File: config.mk
export PLATFORM = sky130hd
export DESIGN_NAME = nal_payload_xor_scrambler_unit
export DESIGN_NICKNAME = d
export VERILOG_FILES = /design/src/hw/rtl/nal_pxs_pkg.sv /design/src/hw/rtl/nal_pxs_decide.sv /design/src/hw/rtl/nal_payload_xor_scrambler_unit.sv
export SDC_FILE = /design/constraint.sdc
export NUM_CORES = 1
export LEC_CHECK = 0
export BUFFER_PORTS_ARGS = -buffer_cell sky130_fd_sc_hd__buf_2
export CORE_AREA = 2 2 107 83
export CTS_BUF_LIST = sky130_fd_sc_hd__clkbuf_16
export DETAILED_ROUTE_END_ITERATION = 12
export DIE_AREA = 0 0 109 85
export GPL_TIMING_DRIVEN = 0
export PLACE_DENSITY = 0.79
export REMOVE_ABC_BUFFERS = 1
export SLEW_MARGIN = 20
export SYNTH_ARGS = -nofsm -noshare
export SYNTH_HDL_FRONTEND = slang
export SYNTH_SLANG_ARGS = --single-unit
File: constraint.sdc
create_clock -name i_clk -period 4.7 [get_ports i_clk]
set_input_delay 0.705 -clock i_clk [delete_from_list [all_inputs] [get_ports i_clk]]
set_output_delay 0.705 -clock i_clk [all_outputs]
set_load 0.01 [all_outputs]
File: src/hw/rtl/nal_pxs_pkg.sv
// Shared types, constants and the key table of the NAL payload XOR scrambler.
package nal_pxs_pkg;

    // Frame modes as carried in the input user field.
    localparam logic [1:0] MODE_AUDIO  = 2'd0;
    localparam logic [1:0] MODE_NONKEY = 2'd1;
    localparam logic [1:0] MODE_KEY    = 2'd2;

    // Default configuration of the top level.
    localparam int DEF_KEY_LEN      = 128;
    localparam int DEF_PLAIN_PREFIX = 5;

    // Frame position saturates at this value.
    localparam logic [3:0] POS_MAX = 4'd15;

    // Per-frame decision state, except the key index whose width is a parameter.
    typedef struct packed {
        logic [3:0] pos;
        logic       long_code;
        logic [2:0] skip;
        logic [1:0] mode;
    } t_dec_state;

    // Fixed 128-byte key: a ten-byte prefix, then "123456789-" repeated, ending in "12345678".
    localparam logic [7:0] KEY_ROM [128] = '{
        8'h65, 8'h61, 8'h70, 8'h69, 8'h6c, 8'h2e, 8'h63, 8'h6f, 8'h6d, 8'h2d,
        8'h31, 8'h32, 8'h33, 8'h34, 8'h35, 8'h36, 8'h37, 8'h38, 8'h39, 8'h2d,
        8'h31, 8'h32, 8'h33, 8'h34, 8'h35, 8'h36, 8'h37, 8'h38, 8'h39, 8'h2d,
        8'h31, 8'h32, 8'h33, 8'h34, 8'h35, 8'h36, 8'h37, 8'h38, 8'h39, 8'h2d,
        8'h31, 8'h32, 8'h33, 8'h34, 8'h35, 8'h36, 8'h37, 8'h38, 8'h39, 8'h2d,
        8'h31, 8'h32, 8'h33, 8'h34, 8'h35, 8'h36, 8'h37, 8'h38, 8'h39, 8'h2d,
        8'h31, 8'h32, 8'h33, 8'h34, 8'h35, 8'h36, 8'h37, 8'h38, 8'h39, 8'h2d,
        8'h31, 8'h32, 8'h33, 8'h34, 8'h35, 8'h36, 8'h37, 8'h38, 8'h39, 8'h2d,
        8'h31, 8'h32, 8'h33, 8'h34, 8'h35, 8'h36, 8'h37, 8'h38, 8'h39, 8'h2d,
        8'h31, 8'h32, 8'h33, 8'h34, 8'h35, 8'h36, 8'h37, 8'h38, 8'h39, 8'h2d,
        8'h31, 8'h32, 8'h33, 8'h34, 8'h35, 8'h36, 8'h37, 8'h38, 8'h39, 8'h2d,
        8'h31, 8'h32, 8'h33, 8'h34, 8'h35, 8'h36, 8'h37, 8'h38, 8'h39, 8'h2d,
        8'h31, 8'h32, 8'h33, 8'h34, 8'h35, 8'h36, 8'h37, 8'h38
    };

    // Key byte lookup; entries past the table are zero.
    function automatic logic [7:0] key_byte(input logic [7:0] idx);
        logic [7:0] res;
        res = 8'h00;
        if (idx[7] == 1'b0) begin
            res = KEY_ROM[idx[6:0]];
        end
        return res;
    endfunction

endpackage

File: src/hw/rtl/nal_pxs_decide.sv
// Decision logic for the oldest byte of the lookahead window.
module nal_pxs_decide
    import nal_pxs_pkg::*;
#(
    parameter int KEY_LEN      = DEF_KEY_LEN,
    parameter int PLAIN_PREFIX = DEF_PLAIN_PREFIX,
    parameter int KW           = (KEY_LEN > 1) ? $clog2(KEY_LEN) : 1
) (
    input  logic [3:0][7:0] i_win,
    input  logic [2:0]      i_count,
    input  t_dec_state      i_state,
    input  logic [KW-1:0]   i_key_idx,
    output logic [7:0]      o_byte,
    output t_dec_state      o_state,
    output logic [KW-1:0]   o_key_idx
);

    localparam logic [3:0]  PREFIX  = 4'(PLAIN_PREFIX);
    localparam logic [KW:0] KEY_END = (KW + 1)'(KEY_LEN);

    logic          do_scr;
    logic          key_clr;
    logic          long_eff;
    logic [2:0]    sc;
    logic          match;
    logic [KW:0]   key_inc;

    // Start-code detection and the per-mode pass or scramble choice.
    always_comb begin
        do_scr   = 1'b0;
        key_clr  = 1'b0;
        o_state  = i_state;
        long_eff = i_state.long_code;
        if (i_state.pos == 4'd0) begin
            long_eff = (i_count >= 3'd4) && (i_win[0] == 8'h00) && (i_win[1] == 8'h00)
                       && (i_win[2] == 8'h00) && (i_win[3] == 8'h01);
        end
        sc    = long_eff ? 3'd4 : 3'd3;
        match = (i_count >= 3'd3) && (i_win[0] == 8'h00) && (i_win[1] == 8'h00)
                && (((sc == 3'd3) && (i_win[2] == 8'h01))
                    || ((i_count >= 3'd4) && (i_win[2] == 8'h00) && (i_win[3] == 8'h01)));
        case (i_state.mode)
            MODE_AUDIO: begin
                do_scr = 1'b1;
            end
            MODE_NONKEY: begin
                do_scr = (i_state.pos >= PREFIX);
            end
            MODE_KEY: begin
                o_state.long_code = long_eff;
                if (i_state.pos < 4'(sc)) begin
                    do_scr = 1'b0;
                end else if (i_state.skip != 3'd0) begin
                    o_state.skip = i_state.skip - 3'd1;
                end else if (match) begin
                    o_state.skip = sc;
                    key_clr      = 1'b1;
                end else begin
                    do_scr = (i_state.pos != 4'(sc));
                end
            end
            default: begin
                do_scr = 1'b0;
            end
        endcase
        if (i_state.pos != POS_MAX) begin
            o_state.pos = i_state.pos + 4'd1;
        end
    end

    // Key XOR and wrapping key index.
    always_comb begin
        key_inc   = {1'b0, i_key_idx} + (KW + 1)'(1);
        o_byte    = i_win[0];
        o_key_idx = i_key_idx;
        if (key_clr) begin
            o_key_idx = '0;
        end else if (do_scr) begin
            o_byte    = i_win[0] ^ key_byte(8'(i_key_idx));
            o_key_idx = (key_inc >= KEY_END) ? '0 : key_inc[KW-1:0];
        end
    end

endmodule

File: src/hw/rtl/nal_payload_xor_scrambler_unit.sv
// Top level of the NAL payload XOR scrambler: stream ports, lookahead window and output register.
// A byte passes the input register, the decision logic and the output register; it is decided once
// its three-byte lookahead is complete or its frame's last byte has arrived, and the output is free.
// One byte per cycle inside a frame while the receiver keeps up; at a frame end new input waits
// while the window drains one byte per cycle through the single output register.
// Reset (synchronous, active low) empties the window and both registers and selects audio mode.
module nal_payload_xor_scrambler_unit
    import nal_pxs_pkg::*;
#(
    parameter int KEY_LEN      = DEF_KEY_LEN,
    parameter int PLAIN_PREFIX = DEF_PLAIN_PREFIX
) (
    input  logic       i_clk,
    input  logic       i_rst_n,
    input  logic       i_s_axis_tvalid,
    output logic       o_s_axis_tready,
    input  logic [7:0] i_s_axis_tdata,   // [7:0] byte_in
    input  logic [2:0] i_s_axis_tuser,   // [1:0] kind, [2] frame_first
    input  logic       i_s_axis_tlast,
    output logic       o_m_axis_tvalid,
    input  logic       i_m_axis_tready,
    output logic [7:0] o_m_axis_tdata,   // [7:0] byte_out
    output logic       o_m_axis_tlast
);

    localparam int KW = (KEY_LEN > 1) ? $clog2(KEY_LEN) : 1;

    // Input register.
    logic       r_in_valid;
    logic [7:0] r_in_data;
    logic [1:0] r_in_kind;
    logic       r_in_first;
    logic       r_in_last;

    // Window and frame state.
    logic [2:0][7:0] r_win, n_win;
    logic [1:0]      r_cnt, n_cnt;
    logic            r_tail, n_tail;
    t_dec_state      r_st, n_st;
    logic [KW-1:0]   r_key, n_key;

    // Output register.
    logic       r_out_valid;
    logic [7:0] r_out_data;
    logic       r_out_last;

    logic            append_ok;
    logic            flush_old;
    logic            need_emit;
    logic            slot_free;
    logic            step;
    logic            frame_end;
    logic            in_consume;
    logic [3:0][7:0] view;
    logic [2:0]      view_cnt;
    t_dec_state      eff_st;
    logic [KW-1:0]   eff_key;
    t_dec_state      dec_st;
    logic [KW-1:0]   dec_key;
    logic [7:0]      dec_byte;

    // Sequencing: drain after frame end, flush an unclosed frame, or take the held byte.
    always_comb begin
        flush_old  = r_in_valid && !r_tail && r_in_first && (r_cnt != 2'd0);
        append_ok  = r_in_valid && !r_tail && !flush_old;
        view       = {8'h00, r_win};
        view_cnt   = {1'b0, r_cnt};
        eff_st     = r_st;
        eff_key    = r_key;
        if (append_ok) begin
            view[r_cnt] = r_in_data;
            view_cnt    = {1'b0, r_cnt} + 3'd1;
            if (r_in_first) begin
                eff_st  = '{pos: 4'd0, long_code: 1'b0, skip: 3'd0, mode: r_in_kind};
                eff_key = '0;
            end
        end
        need_emit  = r_tail || flush_old || (append_ok && (r_in_last || (r_cnt == 2'd3)));
        slot_free  = !r_out_valid || i_m_axis_tready;
        step       = need_emit ? slot_free : append_ok;
        frame_end  = (r_tail || flush_old || (append_ok && r_in_last)) && (view_cnt == 3'd1);
        in_consume = append_ok && step;
    end

    nal_pxs_decide #(
        .KEY_LEN      (KEY_LEN),
        .PLAIN_PREFIX (PLAIN_PREFIX),
        .KW           (KW)
    ) u_decide (
        .i_win     (view),
        .i_count   (view_cnt),
        .i_state   (eff_st),
        .i_key_idx (eff_key),
        .o_byte    (dec_byte),
        .o_state   (dec_st),
        .o_key_idx (dec_key)
    );

    // Next window and frame state.
    always_comb begin
        n_win  = r_win;
        n_cnt  = r_cnt;
        n_tail = r_tail;
        n_st   = r_st;
        n_key  = r_key;
        if (step) begin
            if (need_emit) begin
                n_win  = view[3:1];
                n_cnt  = 2'(view_cnt - 3'd1);
                n_tail = (r_tail || (append_ok && r_in_last)) && (view_cnt > 3'd1);
                if (frame_end) begin
                    n_st  = '{pos: 4'd0, long_code: 1'b0, skip: 3'd0, mode: eff_st.mode};
                    n_key = '0;
                end else begin
                    n_st  = dec_st;
                    n_key = dec_key;
                end
            end else begin
                n_win = view[2:0];
                n_cnt = 2'(view_cnt);
                n_st  = eff_st;
                n_key = eff_key;
            end
        end
    end

    // Control registers.
    always_ff @(posedge i_clk) begin
        if (!i_rst_n) begin
            r_in_valid  <= 1'b0;
            r_out_valid <= 1'b0;
            r_cnt       <= 2'd0;
            r_tail      <= 1'b0;
            r_st        <= '{pos: 4'd0, long_code: 1'b0, skip: 3'd0, mode: MODE_AUDIO};
            r_key       <= '0;
        end else begin
            if (o_s_axis_tready) begin
                r_in_valid <= i_s_axis_tvalid;
            end
            if (step && need_emit) begin
                r_out_valid <= 1'b1;
            end else if (i_m_axis_tready) begin
                r_out_valid <= 1'b0;
            end
            r_cnt  <= n_cnt;
            r_tail <= n_tail;
            r_st   <= n_st;
            r_key  <= n_key;
        end
    end

    // Payload registers.
    always_ff @(posedge i_clk) begin
        if (o_s_axis_tready && i_s_axis_tvalid) begin
            r_in_data  <= i_s_axis_tdata;
            r_in_kind  <= i_s_axis_tuser[1:0];
            r_in_first <= i_s_axis_tuser[2];
            r_in_last  <= i_s_axis_tlast;
        end
        if (step && need_emit) begin
            r_out_data <= dec_byte;
            r_out_last <= frame_end;
        end
        r_win <= n_win;
    end

    assign o_s_axis_tready = !r_in_valid || in_consume;
    assign o_m_axis_tvalid = r_out_valid;
    assign o_m_axis_tdata  = r_out_data;
    assign o_m_axis_tlast  = r_out_last;

    // A drain in progress always has bytes left in the window.
    assert property (@(posedge i_clk) disable iff (!i_rst_n) r_tail |-> (r_cnt != 2'd0))
        else $error("drain flag set with an empty window");

    // The final byte of a frame leaves a clean frame state behind.
    assert property (@(posedge i_clk) disable iff (!i_rst_n)
        (step && need_emit && frame_end)
        |=> (r_cnt == 2'd0) && (r_st.pos == 4'd0) && (r_st.skip == 3'd0) && !r_tail)
        else $error("frame state not cleared after frame end");

    // The start-code skip count never exceeds the long code length.
    assert property (@(posedge i_clk) disable iff (!i_rst_n) r_st.skip <= 3'd4)
        else $error("skip count out of range");

endmodule

==> flow_metrics.env, run 1 <==
export IMPL_status="finished, final reports clean"
export IMPL_yosys_register_bits=67
export IMPL_cts_buffers=9
export IMPL_pin_count=27
export IMPL_skew_ns=0.008019
export IMPL_synthArstFlopShare_pct=0
export IMPL_fp_dieArea_um2=9265
export IMPL_gp_congestion=0.9723
export IMPL_min_period_over_period_pct=94.22
export IMPL_cap_viol_max_count=0
export IMPL_synth_ff_type="edfxtp_1"
export IMPL_syn2layout_area_growth_pct=8.847
export IMPL_grt_pass1_vias=4633
export IMPL_synth_warnings=0
export IMPL_crit_path_end_kind="register"
export IMPL_clkSlewWorstSetupHoldPaths_ns=0.06
export IMPL_port_buffers=26
export IMPL_maxSlewViolCount=0
export IMPL_cp_max_fo=12
export IMPL_finalWirelength_mm=13.79
export IMPL_wl_per_cell_um=18.97
export IMPL_synth_enable_flop_cells=45
export IMPL_avgSynthCellArea_um2=8.092
export IMPL_root_buffer="clkbuf_16"
export IMPL_crit_path_start_kind="register"
export IMPL_slew_headroom_pct=27.14
export IMPL_synth_area_um2=4936
export IMPL_worstMarginPinSlew_ns=1.089
export IMPL_worstPathArrival_ns=4.49
export IMPL_rrSetupSlack_ns=0.27
export IMPL_ys_top_cells_by_area="edfxtp_1 (27%), dfxtp_1 (8.9%), nor2_1 (6.8%)"
export IMPL_max_freq_ghz=0.2258
export IMPL_cp_startpoint="r_cnt[0]"
export IMPL_start_util_pct=59.93
export IMPL_cp_endpoint="o_m_axis_tdata[0]"
export IMPL_ctsHtreeMaxLevel=3
export IMPL_globalRouteOverflowTotal=0
export IMPL_cts_hold_buf=0
export IMPL_syn_inst=610
export IMPL_antenna_found_initial=0
export IMPL_cts_tree="done"
export IMPL_rows=29
export IMPL_reg2reg_from="r_cnt[0]"
export IMPL_yosysTopAreaCellShare_pct=27.38
export IMPL_r2r_end="o_m_axis_tdata[0]"
export IMPL_layout_nets=651
export IMPL_vias=4946
export IMPL_ir_drop_uv=221.7
export IMPL_worstSkewPairLatency_ns=0.33
export IMPL_r2r_cells=15
export IMPL_cts_sinks=67
export IMPL_synth_cell_types=63
export IMPL_ant_nets=0
export IMPL_firstDrtPassIters=5
export IMPL_hold_viol=0
export IMPL_grt_pass1_wl_mm=22.72
export IMPL_cp_data_required_time_ns=4.76
export IMPL_fin_util_pct=65.23
export IMPL_min_period_ns=4.429
export IMPL_fp_dieH_um=85
export IMPL_synth_largest_area_cell="edfxtp_1"
export IMPL_powerDensity_nw_per_um2=303.1
export IMPL_core_um2=8237
export IMPL_drive_gt1_share_pct=9.208
export IMPL_crit_type="reg2reg"
export IMPL_min_delay_path_depth=2
export IMPL_cts_path_max_buffers=2
export IMPL_track_usage_pct=30.82
export IMPL_antennaDiodeCount=0
export IMPL_rsz0062_at_grt="no"
export IMPL_fp_dieW_um=109
export IMPL_grt_start_max_net_pins=38
export IMPL_num_fill_cells=649
export IMPL_post_dp_cell_area_um2=5082
export IMPL_dp_hpwl_mm=9.451
export IMPL_drt_first_iter_violations=521
export IMPL_power_leakage_uw=0.002003
export IMPL_setup_violations_final=0
export IMPL_hold_path_class="reg2reg"
export IMPL_drc=0
export IMPL_viasPerCell=6.803
export IMPL_fin_area_um2=5373
export IMPL_synth_seq_area_share_pct=36.30
-- power by group --
part / internal, µW / total (µW) / switching (µW)
registers: 681 / 728 / 46.9
clock network: 350 / 593 / 243
logic: 116 / 308 / 192
total: 1150 / 1630 / 482
-- sequential cells by signal, summed over array words and instances, names as in the netlist --
| register | count |
|---|---|
| r_in_first | 1 |
| r_key | 7 |
| r_cnt | 2 |
| r_st | 10 |
| r_tail | 1 |
| r_in_data | 8 |
| r_win | 24 |
| r_in_last | 1 |
| r_in_valid | 1 |
| o_m_axis_tdata | 8 |
| o_m_axis_tlast | 1 |
| o_m_axis_tvalid | 1 |
| r_in_kind | 2 |
-- through the flow --
step                      hold slack, ns  setup TNS, ns  cells  setup slack (ns)  total power, µW
final                             0.5066              0    727            0.2715             1629
after global routing              0.5385              0    727          0.008716             1694
after CTS                         0.5079              0    727            0.3147             1621
after detailed placement          0.4972         -3.529    709           -0.4497             1034
after global placement            0.4727         -22.48    707            -1.630             1017
after floorplan                   0.4497         -1.586    573           -0.2158            940.8
-- how the worst min path moves through the flow --
| stage | startpoint | end | slack [ns] |
|---|---|---|---|
| after floorplan | r_st[5] | r_st[5] | 0.45 |
| after global placement | r_st[5] | r_st[5] | 0.47 |
| after detailed placement | r_st[5] | r_st[5] | 0.50 |
| after CTS | r_st[3] | r_st[3] | 0.51 |
| after global routing | r_st[4] | r_st[4] | 0.54 |
| final | r_st[3] | r_st[3] | 0.51 |
-- critical path, cell delays in order (launching register included) --
cell and delay (ns):
dfxtp_1 0.33, inv_1 0.16, ha_1 0.29, nand4b_1 0.18, nand2_1 0.18, ha_1 0.22, inv_1 0.07, o311ai_0 0.70
and2_4 0.32, ha_1 0.26, o31ai_1 0.31, a21oi_2 0.11, o2111a_1 0.22, nor2_2 0.46, a311oi_1 0.16, xnor2_1 0.19
-- logic make-up (layout without fill, tap and decap cells) --
kind of cell	Yosys count	in the layout	synth area share (%)
AND/OR/NAND/NOR	233	233	21.67
AO/OA/AOI/OAI	199	199	26.03
flip-flops	67	67	36.30
buffers and inverters	61	70	4.968
adder cells (fa/ha/maj)	21	21	5.323
multiplexers	19	19	3.929
XOR/XNOR	10	10	1.775
-- placed cells by master (no fill, tap or decap), types with 16 or more instances in the layout --
cell type,synthesis,routed
o22ai_1,22,21
nand2_1,60,60
ha_1,21,20
inv_1,20,20
nor2_1,90,89
a21oi_1,46,46
dfxtp_1,22,21
o21ai_0,43,43
buf_2,1,26
edfxtp_1,45,45
nand3_1,22,22
mux2i_1,16,16
-- routing by layer --
layer | global-route usage [%] | vias to the layer above | share of wire, %
met2 | 46.58 | 315 | 45
met1 | 44.47 | 2311 | 43
met5 | 0 | - | 0
li1 | - | 2288 | -
met3 | 5.760 | 32 | 10
met4 | 10.37 | 0 | 1.8
-- cell usage after synthesis, drive strengths merged, types with 7 or more instances --
cell    number
a21oi       47
a22o        10
a31oi       16
and2         8
and3         8
buf         10
clkbuf      27
dfxtp       22
edfxtp      45
ha          21
inv         20
mux2i       16
nand2       60
nand2b       7
nand3       22
nor2        90
nor3        11
nor4         7
o211ai       8
o21ai       44
o22ai       22
o311ai       7
xnor2        9
-- final cells by class --
class	instances	area (µm²)	area share, %
flip-flops and latches	67	1793	33.37
clock inverters	7	37.54	0.6986
well taps	108	135.1	2.515
inverters	24	90.09	1.677
clock buffers	9	225.2	4.192
repair buffers	30	175.2	3.260
multi-input cells	482	2917	54.29
-- repair_timing --
action / in CTS / in global routing
setup buffers: 2 / 0
resized for setup: 1 / 2
setup endpoints to repair: 14 / 2
pin swaps: 1 / 0
(Power assumes the default switching activity.)
==> run 2: changes to the inputs <==
--- a/config.mk
+++ b/config.mk
@@ -6,13 +6,12 @@
 export NUM_CORES = 1
 export LEC_CHECK = 0
 export BUFFER_PORTS_ARGS = -buffer_cell sky130_fd_sc_hd__buf_2
-export CORE_AREA = 2 2 107 83
+export CORE_AREA = 2 2 103 80
 export CTS_BUF_LIST = sky130_fd_sc_hd__clkbuf_16
 export DETAILED_ROUTE_END_ITERATION = 12
-export DIE_AREA = 0 0 109 85
+export DIE_AREA = 0 0 105 82
 export GPL_TIMING_DRIVEN = 0
-export PLACE_DENSITY = 0.79
-export REMOVE_ABC_BUFFERS = 1
+export PLACE_DENSITY = 0.84
 export SLEW_MARGIN = 20
 export SYNTH_ARGS = -nofsm -noshare
 export SYNTH_HDL_FRONTEND = slang
==> constraint.sdc (replaced) <==
create_clock -name i_clk -period 5.55 [get_ports i_clk]
set_input_delay 0.8325 -clock i_clk [delete_from_list [all_inputs] [get_ports i_clk]]
set_output_delay 0.8325 -clock i_clk [all_outputs]
set_load 0.01 [all_outputs]
==> flow_metrics.env, run 2 (synthesis results as in run 1) <==
export IMPL_max_freq_ghz=0.1808
export IMPL_viasPerCell=7.293
export IMPL_fp_dieArea_um2=8610
export IMPL_fin_setup_tns_ns=0
export IMPL_drive_gt1_share_pct=8.116
export IMPL_finalWirelength_mm=17.19
export IMPL_crit_family="buffers and inverters"
export IMPL_ir_drop_uv=290.8
export IMPL_root_buffer="clkbuf_16"
export IMPL_min_period_over_period_pct=99.63
export IMPL_fp_dieW_um=105
export IMPL_cts_resized=0
export IMPL_top_regs="r_win x24, r_st x10"
export IMPL_vias=5528
export IMPL_gp_congestion=1.058
export IMPL_final_cell_mix="nor2_1 (90), nand2_1 (60), a21oi_1 (46)"
export IMPL_hold_viol=0
export IMPL_ctsHtreeMaxLevel=3
export IMPL_largest_reg_flops=24
export IMPL_grt_pass1_wl_mm=26.47
export IMPL_cts_buffers=9
export IMPL_drc=0
export IMPL_crit_type="reg2reg"
export IMPL_grt_start_max_net_pins=31
export IMPL_setup_violations_final=0
export IMPL_ant_nets=0
export IMPL_track_usage_pct=39.90
export IMPL_status="finished, final reports clean"
export IMPL_final_common_cell="nor2_1"
export IMPL_pin_count=27
export IMPL_cp_max_fo=10
export IMPL_maxSlewViolCount=0
export IMPL_num_fill_cells=593
export IMPL_post_dp_cell_area_um2=5219
export IMPL_postCtsSetupBuffers=0
export IMPL_port_buffers=26
export IMPL_crit_chain="inv_1, ha_1, nand4b_1, clkbuf_1, buf_1, buf_1, clkbuf_1, nand2_1, ha_1, and2_1, a31oi_1, and3_1, inv_1, o311ai_0"
export IMPL_fin_area_um2=5535
export IMPL_cts_tree="done"
export IMPL_firstDrtPassIters=6
export IMPL_largest_register="r_win"
export IMPL_min_period_ns=5.530
export IMPL_hold_path_class="reg2reg"
export IMPL_grt_pass1_vias=5135
export IMPL_slew_headroom_pct=26.35
export IMPL_fp_dieH_um=82
export IMPL_syn2layout_area_growth_pct=12.14
export IMPL_wl_per_cell_um=22.68
export IMPL_cap_viol_max_count=0
export IMPL_max_stage_delay_ns=0.66
export IMPL_worstMarginPinSlew_ns=1.101
export IMPL_powerDensity_nw_per_um2=275.5
export IMPL_antenna_found_initial=0
export IMPL_syn_nets=647
export IMPL_cts_path_max_buffers=2
export IMPL_core_um2=7637
export IMPL_crit_path_end_kind="register"
export IMPL_crit_path_start_kind="register"
export IMPL_clkSlewWorstSetupHoldPaths_ns=0.06
export IMPL_worstPathArrival_ns=5.69
export IMPL_power_leakage_uw=0.002080
export IMPL_rsz0062_at_grt="no"
export IMPL_globalRouteOverflowTotal=0
export IMPL_worstSkewPairLatency_ns=0.34
export IMPL_layout_nets=685
export IMPL_cp_slowest_cell="a31oi_1"
export IMPL_cp_data_required_time_ns=5.71
export IMPL_antennaDiodeCount=0
export IMPL_rows=28
export IMPL_drt_first_iter_violations=1006
export IMPL_cts_sinks=67
export IMPL_start_util_pct=64.63
export IMPL_path_buf_inv=6
export IMPL_cts_hold_buf=0
export IMPL_dp_hpwl_mm=12.24
export IMPL_skew_ns=0.006263
==> run 2: cell count changes in the layout (fill, tap and decap cells not counted), moves of 2 or more <==
cell / change
buf_1: +7
buf_4: -2
buf_6: +2
buf_8: -2
bufinv_16: +2
clkbuf_1: +26
clkinvlp_4: -2
==> run 2: cell type report <==
type	instances	area, µm²	area share (%)
clock buffers	9	225.2	4.069
well taps	105	131.4	2.373
multi-input cells	482	2899	52.37
inverters	24	90.09	1.627
repair buffers	27	150.1	2.712
plain buffers	37	156.4	2.825
flip-flops and latches	67	1792	32.37
clock inverters	7	91.34	1.650
==> run 2: path summary, 6_finish.rpt <==
check	from	end	slack, ns	depth (start not counted)
max	r_cnt[0]	r_key[4]	0.02	14
min	r_st[4]	r_st[4]	0.51	2
max reg2reg	r_cnt[0]	r_key[4]	0.02	14
min reg2reg	r_st[4]	r_st[4]	0.51	2
==> run 2: stage by stage <==
step                setup slack (ns)  hold WS [ns]  instances  utilization (%)  total power (µW)
detailed placement            0.5419        0.4781        742            68.33             895.9
CTS                           0.4514        0.5021        758            72.48              1500
global route                 0.03824        0.5486        758            72.48              1556
global placement              0.5774        0.4673        741            68.05             880.0
finish                       0.02040        0.5109        758            72.48              1525
floorplan                      1.591        0.4497        610                -             804.8
==> run 2: power breakdown <==
group,internal (µW),switching [µW]
logic,103,195
registers,576,31.8
clock network,392,226
==> run 2: layer usage <==
layer | share of wire (%) | GRT usage [%] | up-vias
met1 | 38 | 54.50 | 2485
met5 | 0 | 0 | -
met4 | 3.6 | 14.93 | 0
li1 | - | - | 2363
met3 | 17 | 11.90 | 82
met2 | 42 | 60.26 | 598
==> run 2: worst register-to-register path: cells and delay by family (launching register included) <==
kind,cells,cell delay (ns)
buf+inv,6,2.19
compound gates,2,1.24
simple gates,4,0.98
fa+ha+maj,2,0.59
flops,1,0.36
==> run 3: changes to the inputs <==
--- a/config.mk
+++ b/config.mk
@@ -6,12 +6,12 @@
 export NUM_CORES = 1
 export LEC_CHECK = 0
 export BUFFER_PORTS_ARGS = -buffer_cell sky130_fd_sc_hd__buf_2
-export CORE_AREA = 2 2 103 80
+export CORE_AREA = 2 2 107 83
 export CTS_BUF_LIST = sky130_fd_sc_hd__clkbuf_16
 export DETAILED_ROUTE_END_ITERATION = 12
-export DIE_AREA = 0 0 105 82
+export DIE_AREA = 0 0 109 85
 export GPL_TIMING_DRIVEN = 0
-export PLACE_DENSITY = 0.84
+export PLACE_DENSITY = 0.79
 export SLEW_MARGIN = 20
 export SYNTH_ARGS = -nofsm -noshare
 export SYNTH_HDL_FRONTEND = slang
==> constraint.sdc (replaced) <==
create_clock -name i_clk -period 5.7 [get_ports i_clk]
set_input_delay 0.855 -clock i_clk [delete_from_list [all_inputs] [get_ports i_clk]]
set_output_delay 0.855 -clock i_clk [all_outputs]
set_load 0.01 [all_outputs]
==> flow_metrics.env, run 3 (synthesis results as in run 1) <==
export IMPL_top_regs="r_win x24, r_st x10"
export IMPL_rsz0062_at_grt="no"
export IMPL_ctsHtreeMaxLevel=3
export IMPL_drive_gt1_share_pct=7.963
export IMPL_crit_type="reg2reg"
export IMPL_worstPathArrival_ns=5.46
export IMPL_cts_tree="done"
export IMPL_largest_reg_flops=24
export IMPL_cp_slowest_cell="clkbuf_1"
export IMPL_cts_buffers=9
export IMPL_gp_congestion=1.012
export IMPL_cp_data_required_time_ns=5.78
export IMPL_path_buf_inv=6
export IMPL_fp_dieW_um=109
export IMPL_skew_ns=0.008390
export IMPL_pin_count=27
export IMPL_final_cell_mix="nor2_1 (90), nand2_1 (60), a21oi_1 (46)"
export IMPL_fp_dieArea_um2=9265
export IMPL_cts_sinks=67
export IMPL_max_stage_delay_ns=0.50
export IMPL_cp_max_fo=10
export IMPL_globalRouteOverflowTotal=0
export IMPL_num_fill_cells=688
export IMPL_drt_first_iter_violations=699
export IMPL_core_um2=8237
export IMPL_antenna_found_initial=0
export IMPL_ir_drop_uv=227.2
export IMPL_max_freq_ghz=0.1857
export IMPL_clkSlewWorstSetupHoldPaths_ns=0.05
export IMPL_worstMarginPinSlew_ns=1.187
export IMPL_finalPower_uw=1377
export IMPL_p_switching_uw=426.5
export IMPL_hold_path_class="reg2reg"
export IMPL_status="finished, final reports clean"
export IMPL_clkPwrFrac_pct=36.3
export IMPL_power_leakage_uw=0.002059
export IMPL_ant_nets=0
export IMPL_maxSlewViolCount=0
export IMPL_cts_resized=0
export IMPL_crit_path_start_kind="register"
export IMPL_multi_input_area_um2=2899
export IMPL_fin_setup_tns_ns=0
export IMPL_crit_path_end_kind="register"
export IMPL_p_comb_share_pct=20.9
export IMPL_fp_dieH_um=85
export IMPL_firstDrtPassIters=6
export IMPL_powerDensity_nw_per_um2=250.7
export IMPL_layout_nets=685
export IMPL_grt_pass1_wl_mm=26.21
export IMPL_grt_start_max_net_pins=25
export IMPL_vias=5323
export IMPL_switching_share_pct=30.98
export IMPL_drc=0
export IMPL_rows=29
export IMPL_start_util_pct=59.93
export IMPL_track_usage_pct=37.05
export IMPL_antennaDiodeCount=0
export IMPL_postCtsSetupBuffers=0
export IMPL_setup_violations_final=0
export IMPL_crit_chain="inv_1, ha_1, nand4b_1, clkbuf_1, buf_1, nand2_1, inv_1, ha_1, clkbuf_1, inv_1, nand2_1, o21ai_0, a22oi_1, mux2i_1, a311oi_1, o32ai_1, a21oi_1, xnor2_1"
export IMPL_root_buffer="clkbuf_16"
export IMPL_grt_pass1_vias=4948
export IMPL_syn2layout_area_growth_pct=11.25
export IMPL_worstSkewPairLatency_ns=0.34
export IMPL_viasPerCell=6.995
export IMPL_crit_family="buffers and inverters"
export IMPL_hold_viol=0
export IMPL_dp_hpwl_mm=11.66
export IMPL_intPower_uw=950.3
export IMPL_finalWirelength_mm=16.35
export IMPL_min_period_over_period_pct=94.45
export IMPL_syn_nets=647
export IMPL_min_period_ns=5.384
export IMPL_largest_register="r_win"
export IMPL_cts_path_max_buffers=2
export IMPL_cap_viol_max_count=0
export IMPL_seqPwrFrac_pct=42.8
export IMPL_port_buffers=26
export IMPL_final_common_cell="nor2_1"
export IMPL_slew_headroom_pct=20.59
export IMPL_cp_common_cell="inv_1"
export IMPL_register_area_um2=1792
export IMPL_wl_per_cell_um=21.48
export IMPL_cts_hold_buf=0
run 3: power groups by stage:
stage	logic [µW]	clock network (µW)	registers, µW
after global placement	262	0	597
after CTS	277	502	588
after global routing	313	523	592
after floorplan	195	0	589
after detailed placement	275	0	598
final	288	500	589
run 3: area by class of cell:
cell class                 instances  share of cell area, %
sequential                        67                  32.63
tap                              108                  2.461
buffer                            37                  2.848
inverter                          24                  1.640
timing repair buffer              27                  2.871
clock buffer                       9                  4.101
multi-input combinational        482                  52.79
clock inverter                     7                 0.6607
run 3: per-stage QoR:
stage | area (µm²) | hold slack [ns] | setup WS (ns) | utilization (%) | instances
after floorplan | 4936 | 0.4497 | 1.741 | - | 610
after global placement | 5201 | 0.4794 | 0.6707 | 63.15 | 744
after detailed placement | 5230 | 0.4849 | 0.5994 | 63.50 | 745
after CTS | 5492 | 0.4990 | 0.5839 | 66.67 | 761
after global routing | 5492 | 0.5314 | 0.1165 | 66.67 | 761
final | 5492 | 0.4908 | 0.3162 | 66.67 | 761
run 3: path summary, 6_finish.rpt:
path / startpoint / to / slack [ns] / cells past startpoint
hold reg to reg: r_st[4] / r_st[4] / 0.49 / 2
setup / recovery: r_cnt[0] / o_m_axis_tdata[2] / 0.32 / 18
setup reg to reg: r_cnt[0] / o_m_axis_tdata[2] / 0.32 / 18
hold / removal: r_st[4] / r_st[4] / 0.49 / 2
run 3: routing by layer:
metal / track usage [%] / vias to the layer above / wire length [µm]
li1: - / 2360 / -
met1: 51.58 / 2468 / 6617
met2: 53.47 / 443 / 6964
met3: 10.98 / 52 / 2246
met4: 15.85 / 0 / 521
met5: 0 / - / 0
run 3: worst register-to-register path: stages (launching register included):
cell      delay [ns]
dfxtp_1         0.36
inv_1           0.12
ha_1            0.30
nand4b_1        0.17
clkbuf_1        0.42
buf_1           0.44
nand2_1         0.28
inv_1           0.24
ha_1            0.32
clkbuf_1        0.50
inv_1           0.26
nand2_1         0.22
o21ai_0         0.11
a22oi_1         0.29
mux2i_1         0.15
a311oi_1        0.33
o32ai_1         0.17
a21oi_1         0.32
xnor2_1         0.13
